**src/hw/rtl/ieu_pkg.sv**
```systemverilog
// shared types and constants for the interpreter execute unit
// no dependencies
package ieu_pkg;

  localparam int unsigned OP_W   = 5;
  localparam int unsigned REG_W  = 4;
  localparam int unsigned BYTE_W = 8;
  localparam int unsigned ADDR_W = 12;
  localparam int unsigned STAT_W = 2;

  localparam logic [ADDR_W-1:0] FONT_BASE_RESET = 12'h050;
  localparam logic [ADDR_W-1:0] PC_RESET        = 12'h200;
  localparam logic [REG_W-1:0]  FLAG_REG        = 4'hF;

  localparam logic [STAT_W-1:0] ST_OK        = 2'd0;
  localparam logic [STAT_W-1:0] ST_OVERFLOW  = 2'd1;
  localparam logic [STAT_W-1:0] ST_UNDERFLOW = 2'd2;

  localparam logic [OP_W-1:0] OP_RET   = 5'd0;
  localparam logic [OP_W-1:0] OP_JP    = 5'd1;
  localparam logic [OP_W-1:0] OP_CALL  = 5'd2;
  localparam logic [OP_W-1:0] OP_SE_K  = 5'd3;
  localparam logic [OP_W-1:0] OP_SNE_K = 5'd4;
  localparam logic [OP_W-1:0] OP_SE_R  = 5'd5;
  localparam logic [OP_W-1:0] OP_LD_K  = 5'd6;
  localparam logic [OP_W-1:0] OP_ADD_K = 5'd7;
  localparam logic [OP_W-1:0] OP_LD_R  = 5'd8;
  localparam logic [OP_W-1:0] OP_OR    = 5'd9;
  localparam logic [OP_W-1:0] OP_AND   = 5'd10;
  localparam logic [OP_W-1:0] OP_XOR   = 5'd11;
  localparam logic [OP_W-1:0] OP_ADD_R = 5'd12;
  localparam logic [OP_W-1:0] OP_SUB   = 5'd13;
  localparam logic [OP_W-1:0] OP_SHR   = 5'd14;
  localparam logic [OP_W-1:0] OP_SUBN  = 5'd15;
  localparam logic [OP_W-1:0] OP_SHL   = 5'd16;
  localparam logic [OP_W-1:0] OP_SNE_R = 5'd17;
  localparam logic [OP_W-1:0] OP_LD_I  = 5'd18;
  localparam logic [OP_W-1:0] OP_JP_V0 = 5'd19;
  localparam logic [OP_W-1:0] OP_RND   = 5'd20;
  localparam logic [OP_W-1:0] OP_LD_DT = 5'd21;
  localparam logic [OP_W-1:0] OP_SET_DT= 5'd22;
  localparam logic [OP_W-1:0] OP_SET_ST= 5'd23;
  localparam logic [OP_W-1:0] OP_ADD_I = 5'd24;
  localparam logic [OP_W-1:0] OP_FONT  = 5'd25;
  localparam logic [OP_W-1:0] OP_BCD   = 5'd26;
  localparam logic [OP_W-1:0] OP_STORE = 5'd27;
  localparam logic [OP_W-1:0] OP_LOAD  = 5'd28;
  localparam logic [OP_W-1:0] OP_TICK  = 5'd29;
  localparam logic [OP_W-1:0] OP_POKE  = 5'd30;

  // instruction class chosen by the front end
  typedef enum logic [1:0] {
    CL_SIMPLE,  // completes in the idle state, no memory sequence
    CL_BCD,     // three memory writes
    CL_STORE,   // block store, one byte per cycle
    CL_LOAD     // block load, each byte read and then written to a register
  } iclass_t;

  typedef struct packed {
    logic [OP_W-1:0]   op;
    iclass_t           iclass;
    logic [REG_W-1:0]  reg_x;
    logic [REG_W-1:0]  reg_y;
    logic [BYTE_W-1:0] imm_byte;
    logic [ADDR_W-1:0] imm_address;
    logic [BYTE_W-1:0] random_byte;
  } instr_t;

  typedef struct packed {
    logic [ADDR_W-1:0] next_pc;
    logic [ADDR_W-1:0] index_value;
    logic [STAT_W-1:0] status;
    logic              sound_on;
  } result_t;

endpackage

```
**src/hw/rtl/ieu_front.sv**
```systemverilog
// front end: accepts instructions, classifies them, two-entry queue to the back end
// depends on ieu_pkg
module ieu_front (
  input  logic            clk,
  input  logic            rst,
  input  logic            push,
  output logic            full,
  input  logic [4:0]      op,
  input  logic [3:0]      reg_x,
  input  logic [3:0]      reg_y,
  input  logic [7:0]      imm_byte,
  input  logic [11:0]     imm_address,
  input  logic [7:0]      random_byte,
  output logic            instr_valid,
  output ieu_pkg::instr_t instr,
  input  logic            instr_take
);
  import ieu_pkg::*;

  instr_t     slots [2];
  logic       rd_ptr;
  logic       wr_ptr;
  logic [1:0] count;
  instr_t     incoming;
  logic       do_push;
  logic       do_pop;

  always_comb begin
    incoming.op          = op;
    incoming.reg_x       = reg_x;
    incoming.reg_y       = reg_y;
    incoming.imm_byte    = imm_byte;
    incoming.imm_address = imm_address;
    incoming.random_byte = random_byte;
    case (op)
      OP_BCD:   incoming.iclass = CL_BCD;
      OP_STORE: incoming.iclass = CL_STORE;
      OP_LOAD:  incoming.iclass = CL_LOAD;
      default:  incoming.iclass = CL_SIMPLE;
    endcase
  end

  assign full        = (count == 2'd2);
  assign instr_valid = (count != 2'd0);
  assign instr       = slots[rd_ptr];
  assign do_push     = push && !full;
  assign do_pop      = instr_take && instr_valid;

  always_ff @(posedge clk) begin
    if (do_push) begin
      slots[wr_ptr] <= incoming;
    end
    if (rst) begin
      rd_ptr <= 1'b0;
      wr_ptr <= 1'b0;
      count  <= 2'd0;
    end else begin
      if (do_push) wr_ptr <= ~wr_ptr;
      if (do_pop) rd_ptr <= ~rd_ptr;
      count <= count + {1'b0, do_push} - {1'b0, do_pop};
    end
  end

endmodule

```
**config.mk**
```make
export PLATFORM = sky130hd
export DESIGN_NAME = ieu_front
export DESIGN_NICKNAME = d
export VERILOG_FILES = /design/src/hw/rtl/ieu_pkg.sv /design/src/hw/rtl/ieu_front.sv
export SDC_FILE = /design/constraint.sdc
export NUM_CORES = 1
export LEC_CHECK = 0
export ABC_AREA = 1
export BUFFER_PORTS_ARGS = -buffer_cell sky130_fd_sc_hd__clkbuf_2
export CORE_ASPECT_RATIO = 1.4
export CORE_MARGIN = 8
export CORE_UTILIZATION = 49
export CTS_CLUSTER_DIAMETER = 100
export DETAILED_ROUTE_END_ITERATION = 8
export PLACE_DENSITY = 0.74
export SLEW_MARGIN = 20
export SYNTH_ARGS = -nofsm -noshare
export SYNTH_HDL_FRONTEND = slang
export SYNTH_SLANG_ARGS = --single-unit
```
**constraint.sdc**
```tcl
create_clock -name clk -period 6.14 [get_ports clk]
set_input_delay 0 -clock clk [delete_from_list [all_inputs] [get_ports clk]]
set_output_delay 0 -clock clk [all_outputs]
set_load 0.01 [all_outputs]
```
======== After elaboration in Yosys (flattened, before gate mapping) ========
Memory sizes are Yosys's and may differ from the RTL's. A register that Yosys moved wholly into a read port is not among the register bits.
Cells that the tools add are included.
storage, ports and cells
  bits in registers ....................... 4
  latch bits .............................. 0
  bits in writable memories ............... 86
  bits in read-only memories .............. 0
  input port bits ......................... 45
  logic and storage cells ................. 21
  memories kept ........................... 1
operators by class
  add/sub/neg operators ................... 2
  multipliers ............................. 0
  divide/modulo/power cells ............... 0
  order comparisons ....................... 0
  equal/unequal tests ..................... 4
  shifts and indexed selects .............. 0
  muxes and demuxes ....................... 5
  bitwise operators ....................... 2
  reduce and logical (&&, ||, !) cells .... 4
memory list
  memory  depth  width  rd ports  clocked after memory_dff  write ports  RTL line         text
  slots   2      43     1         1                         1            ieu_front.sv:20  instr_t slots [2];
operators by type and width
  operator                                     number
  5-bit equality test (second input constant)  3
  2-bit one-hot mux with 3 select lines        1
  1-bit two-way mux                            4
  2-bit by 1-bit adder with 2-bit output       1
  2-bit equality test (second input constant)  1
  1-bit logical AND                            2
  1-bit inverter                               2
  2-bit nonzero test                           1
  2-bit by 1-bit subtractor with 2-bit output  1
  1-bit zero test                              1

======== Depth between registers and ports, before layout ========
Gate-level depths: netlist (run 1).
  word-level depth ........................ 5
  gate-level depth with buffers ........... 11

======== Worst setup path after synthesis (run 1) ========
No wires, ideal clock.
  path type ............................... register -> register
  start point ............................. reg count[0]
  end point ............................... mem slots[0][0] in the netlist's numbering (enable)
  data arrival time ....................... 2.368 ns
  required time ........................... 5.697 ns
  slack ................................... 3.328 ns
  cell stages (with the launch flop) ...... 5
  path buffers ............................ 0
  cells stage by stage .................... dfxtp_1 inv_1 nand2_1 nand2_1 nor2_1
between the ends
  longest elaborated chain between the ends .. 5
RTL lines
  what                                     RTL line         text
  from (decl)                              ieu_front.sv:23  logic [1:0] count;
  from (signal assigned)                   ieu_front.sv:60  count <= count + {1'b0, do_push} - {1'b0, do_pop};
  2-bit equality test                      ieu_front.sv:43  assign full = (count == 2'd2);
  1-bit zero test                          ieu_front.sv:46  assign do_push = push && !full;
  1-bit logical AND                        ieu_front.sv:46
  1-bit two-way mux                        ieu_front.sv:50  if (do_push) begin
  1-bit two-way mux (not written as such)  ieu_front.sv:51  slots[wr_ptr] <= incoming;
  to (decl)                                ieu_front.sv:20
No other way between the ends.

==> run_results.csv, run 1 <==
group,metric,value,unit
status,run_status,"completed",
synth,synth_nets,229,
worst_setup_path,path_cells,"buf_4 > mux2_2 > clkbuf_2",
worst_setup_path,worst_setup_path_end_kind,"primary output",
routing,routed_wl,6670,um
hold_path,min_path_type,"input pin to flip-flop",
routing,viasPerCell,4.71,
timing,max_clock_freq,0.461,GHz
timing,worstMarginPinSlew,0.952,ns
floorplan,die_w,88.5,um
worst_setup_path,critPathTopFamily,"flip-flops",
power_and_ir_drop,finalPower,0.00177,W
synth,avgSynthCellArea,19.8,um^2
synth,synth.ff_latch_count,91,
floorplan,core-area,7220,um^2
timing,timing.final.crit_share,0.353,
placed_design,gp_congestion,0.738,
worst_setup_path,worstSetupPathDepth,3,
timing,maxSlewViolCount,0,
routing,vias,2007,
cts,clockRootBuffer,"clkbuf_8",
worst_setup_path,worstPathArrival,2.17,ns
floorplan,dieArea,10400,um^2
global_route,grt_pass1_vias,2265,
timing,hold_violations,0,
power_and_ir_drop,p_leak,1.97,nW
cts,cts_tree,"built",
placed_design,io_buffers,89,
worst_setup_path,critPathKind,"flip-flop to primary output",
run,drv_cap,0,
synth,synthCells,182,
timing,period_needed,2.17,ns
global_route,grt_max_degree,44,
global_route,antenna_found_initial,1,
worst_setup_path,cp_num_buf_inv,2,
finish,mostFrequentLayoutCells,"89 x clkbuf_2, 86 x edfxtp_1, 44 x dlygate4sd3_1",
timing,finClkSkew,0.00556,ns
finish,layout-drive-gt1-share,0.457,
global_route,grt_pass1_wl,10700,um
timing,rsz0062_at_grt,"no",
synth,ys.warnings.count,0,
routing,avgRoutedWirePerCell,15.6,um
worst_setup_path,slowest_delay,0.78,ns
power_and_ir_drop,vdd_drop_max,294,uV
cts,htreeDepth,3,
cts,clockBufferDepth,2,
global_route,grt-ovfl-total,0,
finish,fin_cells,426,
routing,drtAntennaViolNets,0,
cts,cts.clk_slew.worst_paths,0.08,ns
floorplan,io_pins,90,
routing,drtPass1Iterations,4,
finish,regArea,2680,um^2
placed_design,dp.cells,365,
synth,synthesis.area,3600,um^2
floorplan,die_h,117,um
finish,fin_util,0.661,
worst_setup_path,worstSetupStartpointType,"flip-flop",
cts,cts_sinks,91,
worst_setup_path,worstPathMaxFanout,23,
finish,final_common_cell,"clkbuf_2",
power_and_ir_drop,powerDensity,371,nW/um^2
worst_setup_path,crit_required,6.14,ns
worst_setup_path,reg2reg_depth,4,
routing,drc_errors,0,
timing,slew_headroom,0.364,
synth,seq_area_frac_synth,0.745,
cts,clkLatencyLatePin,0.35,ns
floorplan,rows,37,
finish,area_growth,32.6,%
timing,setup_violations,0,
timing,tns,0,ns
global_route,grt_usage,0.138,
finish,nNetsFinal,370,
cts,cts_setup_buffers,0,
finish,fillers,521,
hold_path,holdPathStages,3,
placed_design,dp_hpwl,4240,um
cts,post_cts_resized,0,
timing,hold_ws,0.366,ns
cts,cts_made_buffers,9,
synth,synth_cell_types,13,
finish,multi_input_area,790,um^2
floorplan,start_util,0.499,
worst_setup_path,critPathSlowestCell,"dfxtp_2",
routing,drt_iter0_markers,112,
layer usage:
metal / vias up / global-route usage / wire length [um]
met3: 13 / 0.0412 / 383
li1: 962 / - / -
met2: 60 / 0.245 / 3640
met1: 972 / 0.130 / 2460
met5: - / 0 / 0
met4: 0 / 0.0893 / 184
report_power, final:
| part | internal (W) | switching (W) | total, W |
|---|---|---|---|
| Sequential | 0.000789 | 0.0000476 | 0.000837 |
| Combinational | 0.000247 | 0.000231 | 0.000478 |
| Clock | 0.000265 | 0.000189 | 0.000455 |
| Total | 0.00130 | 0.000468 | 0.00177 |
through the flow:
stage | setup slack [ns] | area [um^2]
finish | 3.97 | 4770
global placement | 4.33 | 4100
global route | 3.84 | 4770
floorplan | 3.33 | 3600
CTS | 3.92 | 4770
detailed placement | 4.32 | 4100
cell type report:
class                   count  share of cell area
diodes                      1            0.000524
clock buffers               9              0.0260
clock inverters             7              0.0223
inverters                  12             0.00944
multi-input cells          74               0.165
flip-flops and latches     91               0.562
well taps                  97              0.0254
repair buffers            135               0.189
what timing repair did:
action / 4_1_cts / 5_1_grt
hold buffers: 44 / 0
setup endpoints to repair: 0 / 0
hold endpoints to repair: 87 / 0
Yosys cell counts, drive strengths merged:
master,number,share of area
nand4,3,0.0052
buf,5,0.025
nand2,10,0.010
ha,2,0.0069
mux2,43,0.18
nor2,11,0.011
nand3,3,0.0042
edfxtp,86,0.72
dfxtp,5,0.028
inv,12,0.013
a21oi,2,0.0028
state kept, by name, indices dropped and copies added (netlist names), named ones only:
register and cells:
count 2, rd_ptr 1, slots 86, wr_ptr 1
cell families after synthesis:
kind of cell / Yosys count / synth area share
buf+inv: 17 / 0.0379
simple gates: 27 / 0.0313
flops: 91 / 0.745
compound gates: 2 / 0.00278
mux: 43 / 0.176
fa+ha+maj: 2 / 0.00695
tightest hold or removal path, delay by kind of cell:
| kind | cells | cell delay, ns |
|---|---|---|
| simple gates | 1 | 0.04 |
| buf+inv | 2 | 0.64 |
final timing paths:
| kind | from | to | slack [ns] |
|---|---|---|---|
| worst max-delay path | flip-flop | instr[42] | 3.97 |
| worst min-delay path | rst | count[0] | 0.37 |
| worst max register to register | count[0] | slots[1][4] | 4.36 |
| worst min register to register | rd_ptr | rd_ptr | 0.52 |
Note: power is estimated with default switching activity, not from simulation.
==> run 2, diff against run 1 <==
--- a/config.mk
+++ b/config.mk
@@ -5,14 +5,14 @@
 export SDC_FILE = /design/constraint.sdc
 export NUM_CORES = 1
 export LEC_CHECK = 0
-export ABC_AREA = 1
+export ABC_AREA = 0
 export BUFFER_PORTS_ARGS = -buffer_cell sky130_fd_sc_hd__clkbuf_2
 export CORE_ASPECT_RATIO = 1.4
 export CORE_MARGIN = 8
-export CORE_UTILIZATION = 49
+export CORE_UTILIZATION = 47
 export CTS_CLUSTER_DIAMETER = 100
 export DETAILED_ROUTE_END_ITERATION = 8
-export PLACE_DENSITY = 0.74
+export PLACE_DENSITY = 0.75
 export SLEW_MARGIN = 20
 export SYNTH_ARGS = -nofsm -noshare
 export SYNTH_HDL_FRONTEND = slang
==> constraint.sdc (replaced) <==
create_clock -name clk -period 1.78 [get_ports clk]
set_input_delay 0 -clock clk [delete_from_list [all_inputs] [get_ports clk]]
set_output_delay 0 -clock clk [all_outputs]
set_load 0.01 [all_outputs]
==> run 2 against run 1 <==
First-iteration DRC count up 30%. Sequential power rose to 3.4 times the previous value. Setup slack worse by 3.8 ns. Global-route usage down 0.58 points. Via count down 4.0%. Register-to-register slack worse by 4.2 ns. Highest routed layer unchanged. Total power rose to 3.4 times the previous value. Final cell count down 4.0%.
==> run_results.csv, run 2 <==
group,metric,value,unit
routing,avgRoutedWirePerCell,15.9,um
placed_design,dp.cells,353,
worst_setup_path,rr_startpoint,"count[0]",
routing,drtPass1Iterations,4,
hold_path,whs_endpoint,"wr_ptr",
synth,synth-main-ff-cell,"edfxtp_1",
worst_setup_path,ff2ff_setup_slack,0.18,ns
worst_setup_path,critPathTopFamily,"simple AND/OR/NAND/NOR gates",
placed_design,gp_congestion,0.696,
worst_setup_path,reg2reg_to,"slots[0][18]",
synth,netlist_top_cells_area,"edfxtp_1 77%, mux2_2 14%, dfxtp_1 3.0%",
worst_setup_path,startpoint,"count[0]",
timing,period_needed,1.60,ns
routing,viasPerCell,4.71,
timing,hold_violations,0,
timing,max_clock_freq,0.623,GHz
power_and_ir_drop,vdd_drop_max,1040,uV
worst_setup_path,path_cells,"nand2b_2 > inv_2 > or3_1 > clkinvlp_4 > buf_4",
cts,cts_made_buffers,9,
hold_path,holdPathStages,4,
cts,clockRootBuffer,"clkbuf_8",
synth,synth_top_area_share,0.765,
synth,synthesis.area,3380,um^2
synth,synth_nets,215,
placed_design,dp_hpwl,4300,um
cts,cts.clk_slew.worst_paths,0.07,ns
cts,clockBufferDepth,2,
worst_setup_path,worstSetupPathDepth,5,
worst_setup_path,reg2reg_depth,5,
power_and_ir_drop,powerDensity,1290,nW/um^2
synth,avgSynthCellArea,20.1,um^2
floorplan,start_util,0.484,
finish,fin_cells,409,
timing,timing.final.crit_share,0.901,
hold_path,min_path_type,"input pin to flip-flop",
finish,layout-drive-gt1-share,0.503,
synth,synth.ff_latch_count,91,
finish,reg_top3,"slots (86), count (2)",
cts,cts_tree,"built",
floorplan,dieArea,10200,um^2
worst_setup_path,worstPathArrival,1.64,ns
finish,nNetsFinal,358,
global_route,grt-ovfl-total,0,
synth,ys.warnings.count,0,
routing,vias,1926,
synth,synthCells,168,
power_and_ir_drop,p_leak,1.77,nW
global_route,grt_max_degree,30,
global_route,grt_usage,0.132,
run,drv_cap,0,
worst_setup_path,worst_setup_path_end_kind,"flip-flop",
cts,htreeDepth,3,
worst_setup_path,worstSetupStartpointType,"flip-flop",
timing,rsz0062_at_grt,"no",
placed_design,io_buffers,89,
synth,synthArstFlopShare,0,
floorplan,die_w,87.6,um
routing,drc_errors,0,
timing,setup_ws,0.175,ns
finish,num_antenna_cells,0,
timing,setup_violations,0,
worst_setup_path,slowest_delay,0.37,ns
global_route,grt_pass1_wl,9840,um
worst_setup_path,critPathSlowestCell,"dfxtp_1",
routing,drt_iter0_markers,146,
floorplan,io_pins,90,
cts,cts_sinks,91,
finish,area_growth,36.4,%
placed_design,pre_cts_ws,0.194,ns
finish,regArea,2680,um^2
timing,finClkSkew,0.00960,ns
finish,fillers,498,
status,run_status,"completed",
synth,synth_cell_types,23,
cts,post_cts_resized,0,
hold_path,hold_start,"push",
finish,mostFrequentLayoutCells,"89 x clkbuf_2, 86 x edfxtp_1, 43 x mux2_2",
synth,seq_area_frac_synth,0.795,
synth,yosysTopAreaCell,"edfxtp_1",
global_route,antenna_found_initial,0,
synth,synth_most_common_cell,"edfxtp_1",
worst_setup_path,crit_required,1.81,ns
synth,synth_common_cells,"86 x edfxtp_1, 43 x mux2_2, 5 x dfxtp_1",
timing,worstMarginPinSlew,0.332,ns
global_route,grt_pass1_vias,2088,
finish,top_register,"slots",
synth,synth-edff-count,86,
cts,clkLatencyLatePin,0.35,ns
finish,final_common_cell,"clkbuf_2",
timing,slew_headroom,0.779,
routing,routed_wl,6500,um
timing,maxSlewViolCount,0,
finish,multi_input_area,643,um^2
floorplan,die_h,116,um
worst_setup_path,cp_num_buf_inv,3,
timing,tns,0,ns
cts,cts_setup_buffers,0,
finish,largest_reg_flops,86,
floorplan,rows,36,
worst_setup_path,worstPathMaxFanout,17,
worst_setup_path,critPathKind,"flip-flop to flip-flop",
routing,drtAntennaViolNets,0,
floorplan,core-area,6980,um^2
==> run 2: worst max path at each step <==
stage / end
floorplan: slots[0][0]
global placement: slots[0][13]
detailed placement: slots[0][5]
CTS: slots[0][18]
global route: slots[0][18]
finish: slots[0][18]
==> run 2: layout make-up <==
cell class	instances	share of cell area
flip-flops and latches	91	0.583
repair buffers	137	0.203
multi-input cells	68	0.140
clock buffers	9	0.0269
well taps	95	0.0258
clock inverters	5	0.0174
inverters	4	0.00408
==> run 2: timing repair <==
action / 4_1_cts / 5_1_grt
hold buffers: 42 / 0
hold endpoints to repair: 87 / 0
setup endpoints to repair: 0 / 0
==> run 2: per-layer routing <==
layer  GRT usage  up-vias  share of wire
li1            -      926              -
met1       0.129      940           0.36
met2       0.243       49           0.56
met3      0.0366       11          0.053
met4      0.0749        0          0.022
met5           0        -              0
==> run 2: where the power goes <==
part	internal [W]	total (W)	switching (W)	leakage, nW
sequential	0.00273	0.00281	0.0000869	0.846
combinational	0.000841	0.00173	0.000888	0.830
clock	0.000772	0.00142	0.000646	0.0972
==> run 2: through the flow <==
stage / hold WS [ns] / total power [W] / utilization / instance area, um^2
final: 0.0749 / 0.00596 / 0.659 / 4600
after global routing: 0.127 / 0.00626 / 0.659 / 4600
after CTS: 0.0589 / 0.00604 / 0.659 / 4600
after detailed placement: 0.194 / 0.00455 / 0.570 / 3980
after global placement: 0.191 / 0.00451 / 0.570 / 3980
after floorplan: 0.0691 / 0.00389 / - / 3380
==> run 2: kinds of logic (layout without fill, tap and decap cells) <==
family | after synthesis | after routing | synth area share
xor gates and xnor gates | 3 | 3 | 0.00778
buffers and inverters | 9 | 155 | 0.0148
AOI/OAI and AO/OA | 4 | 4 | 0.00667
DFF | 91 | 91 | 0.795
adders and majority gates | 2 | 2 | 0.00741
and+or+nand+nor | 16 | 16 | 0.0252
muxes | 43 | 43 | 0.143
==> run 2: tightest hold or removal path, stage by stage <==
cell and delay [ns]:
clkbuf_2 0.11, inv_1 0.05, o21ai_0 0.15, a21oi_1 0.06
==> run 3, diff against run 2 <==
--- a/config.mk
+++ b/config.mk
@@ -13,6 +13,7 @@
 export CTS_CLUSTER_DIAMETER = 100
 export DETAILED_ROUTE_END_ITERATION = 8
 export PLACE_DENSITY = 0.75
+export RECOVER_POWER = 100
 export SLEW_MARGIN = 20
 export SYNTH_ARGS = -nofsm -noshare
 export SYNTH_HDL_FRONTEND = slang
==> run 3 against run 2 <==
Critical path depth is 2 lower. Combinational power is 8% lower. Clock power hardly changed. Sequential share of layout area is 1.5 points higher. Non-clock buffer count stayed put. Worst hold slack worse by 0.0027 ns. Total power is 2.3% lower. Cell area is 2.6% lower. Flip-flop and latch count stayed put. Register-to-register slack hardly changed. Critical path type is now flip-flop to primary output.
==> run_results.csv, run 3 (same netlist as run 2, synthesis figures left out) <==
group,metric,value,unit
status,run_status,"completed",
floorplan,dieArea,10200,um^2
routing,drt-met1-wl,2410,um
finish,nNetsFinal,358,
routing,viasPerCell,4.71,
timing,rsz0062_at_grt,"no",
finish,area_growth,32.9,%
timing,maxSlewViolCount,0,
power_and_ir_drop,netSwitchingPower,0.00162,W
timing,period_needed,1.62,ns
cts,htreeDepth,3,
timing,hold_violations,0,
run,drv_cap,0,
global_route,grt_pass1_wl,9840,um
cts,hold_buffers,42,
timing,max_clock_freq,0.618,GHz
finish,reg_top3,"slots (86), count (2)",
power_and_ir_drop,clkPwrFrac,0.244,
finish,final_common_cell,"edfxtp_1",
floorplan,io_pins,90,
finish,top_register,"slots",
routing,vias,1927,
placed_design,gp_congestion,0.696,
placed_design,dp_hpwl,4300,um
routing,drt_iter0_markers,132,
worst_setup_path,rr_startpoint,"count[0]",
routing,dr_wl_met2,3610,um
cts,clockBufferDepth,2,
routing,wl_met3,336,um
routing,routed_wl,6530,um
global_route,grt_usage,0.132,
worst_setup_path,worstPathArrival,1.62,ns
floorplan,start_util,0.484,
cts,cts_setup_buffers,0,
power_and_ir_drop,power_switching_share,0.278,
worst_setup_path,reg2reg_to,"slots[0][18]",
power_and_ir_drop,finalPower,0.00583,W
routing,avgRoutedWirePerCell,16.0,um
timing,slew_headroom,0.559,
timing,timing.final.crit_share,0.909,
cts,cts.clk_slew.worst_paths,0.07,ns
floorplan,die_h,116,um
cts,post_cts_resized,0,
finish,mostFrequentLayoutCells,"86 x edfxtp_1, 70 x clkbuf_1, 42 x dlygate4sd3_1",
power_and_ir_drop,combPwrFrac,0.273,
worst_setup_path,crit_required,1.78,ns
hold_path,hold_start,"push",
routing,drc_errors,0,
routing,top_layer,"met4",
worst_setup_path,worstPathMaxFanout,18,
timing,tns,0,ns
power_and_ir_drop,vdd_drop_max,1040,uV
power_and_ir_drop,p_leak,1.56,nW
global_route,antenna_found_initial,0,
worst_setup_path,critPathKind,"flip-flop to primary output",
hold_path,holdPathStages,4,
global_route,grt_pass1_vias,2088,
cts,cts_tree,"built",
power_and_ir_drop,intPower,0.00421,W
worst_setup_path,ff2ff_setup_slack,0.16,ns
finish,layout-drive-gt1-share,0.268,
cts,clockRootBuffer,"clkbuf_8",
cts,clkLatencyLatePin,0.35,ns
finish,largest_reg_flops,86,
timing,worstMarginPinSlew,0.661,ns
power_and_ir_drop,power_frac_seq,0.483,
floorplan,core-area,6980,um^2
finish,num_antenna_cells,0,
hold_path,min_path_type,"input pin to flip-flop",
global_route,grt_max_degree,30,
cts,cts_made_buffers,9,
timing,finClkSkew,0.0105,ns
global_route,grt-ovfl-total,0,
cts,cts_sinks,91,
hold_path,whs_endpoint,"wr_ptr",
routing,drtAntennaViolNets,0,
placed_design,io_buffers,89,
worst_setup_path,worst_setup_path_end_kind,"primary output",
timing,setup_violations,0,
floorplan,rows,36,
power_and_ir_drop,powerDensity,1300,nW/um^2
worst_setup_path,reg2reg_depth,5,
worst_setup_path,worstSetupStartpointType,"flip-flop",
routing,drtPass1Iterations,4,
floorplan,die_w,87.6,um
## run 3: cell count changes in the layout (fill, tap and decap cells not counted), sizes merged
| cell | change |
|---|---|
| clkbuf | +4 |
| buf | -4 |
## run 3: final cells by class
cell class	count	area, um^2
inverters	4	16.3
fillers	548	2500
clock inverters	5	80.1
clock buffers	9	124
multi-input cells	68	643
well taps	95	119
flip-flops and latches	91	2680
repair buffers	137	820
## run 3: worst max path at each step
stage	slack, ns	endpoint	start	depth (start not counted)
after floorplan	0.04	slots[0][0]	count[0]	4
after global placement	0.22	slots[0][13]	count[0]	5
after detailed placement	0.19	slots[0][5]	count[0]	5
after CTS	0.18	slots[0][18]	count[0]	5
after global routing	0.06	instr[16]	flip-flop	3
final	0.16	instr[16]	flip-flop	3
## run 3: worst max-delay path: stages (launching register included)
cell and delay (ns):
dfxtp_2 0.33, clkbuf_2 0.41, mux2_2 0.39, clkbuf_1 0.15
## run 3: power groups by stage
| stage | clock, W | sequential (W) | combinational [W] |
|---|---|---|---|
| after global placement | 0 | 0.00284 | 0.00167 |
| after global routing | 0.00154 | 0.00284 | 0.00173 |
| after floorplan | 0 | 0.00284 | 0.00106 |
| after detailed placement | 0 | 0.00286 | 0.00169 |
| after CTS | 0.00146 | 0.00281 | 0.00177 |
| final | 0.00142 | 0.00281 | 0.00159 |
## run 3: routing by layer
metal  up-vias  GRT usage
li1        924          -
met1       937      0.129
met2        53      0.243
met3        13     0.0366
met4         0     0.0749
met5         -          0
## run 3: through the flow
stage	worst slack (ns)	cells	hold WS, ns	utilization	area, um^2
finish	0.161	409	0.0721	0.642	4490
global route	0.0626	409	0.0853	0.642	4490
CTS	0.184	409	0.0589	0.659	4600
detailed placement	0.194	353	0.194	0.570	3980
global placement	0.225	353	0.191	0.570	3980
floorplan	0.0419	168	0.0691	-	3380
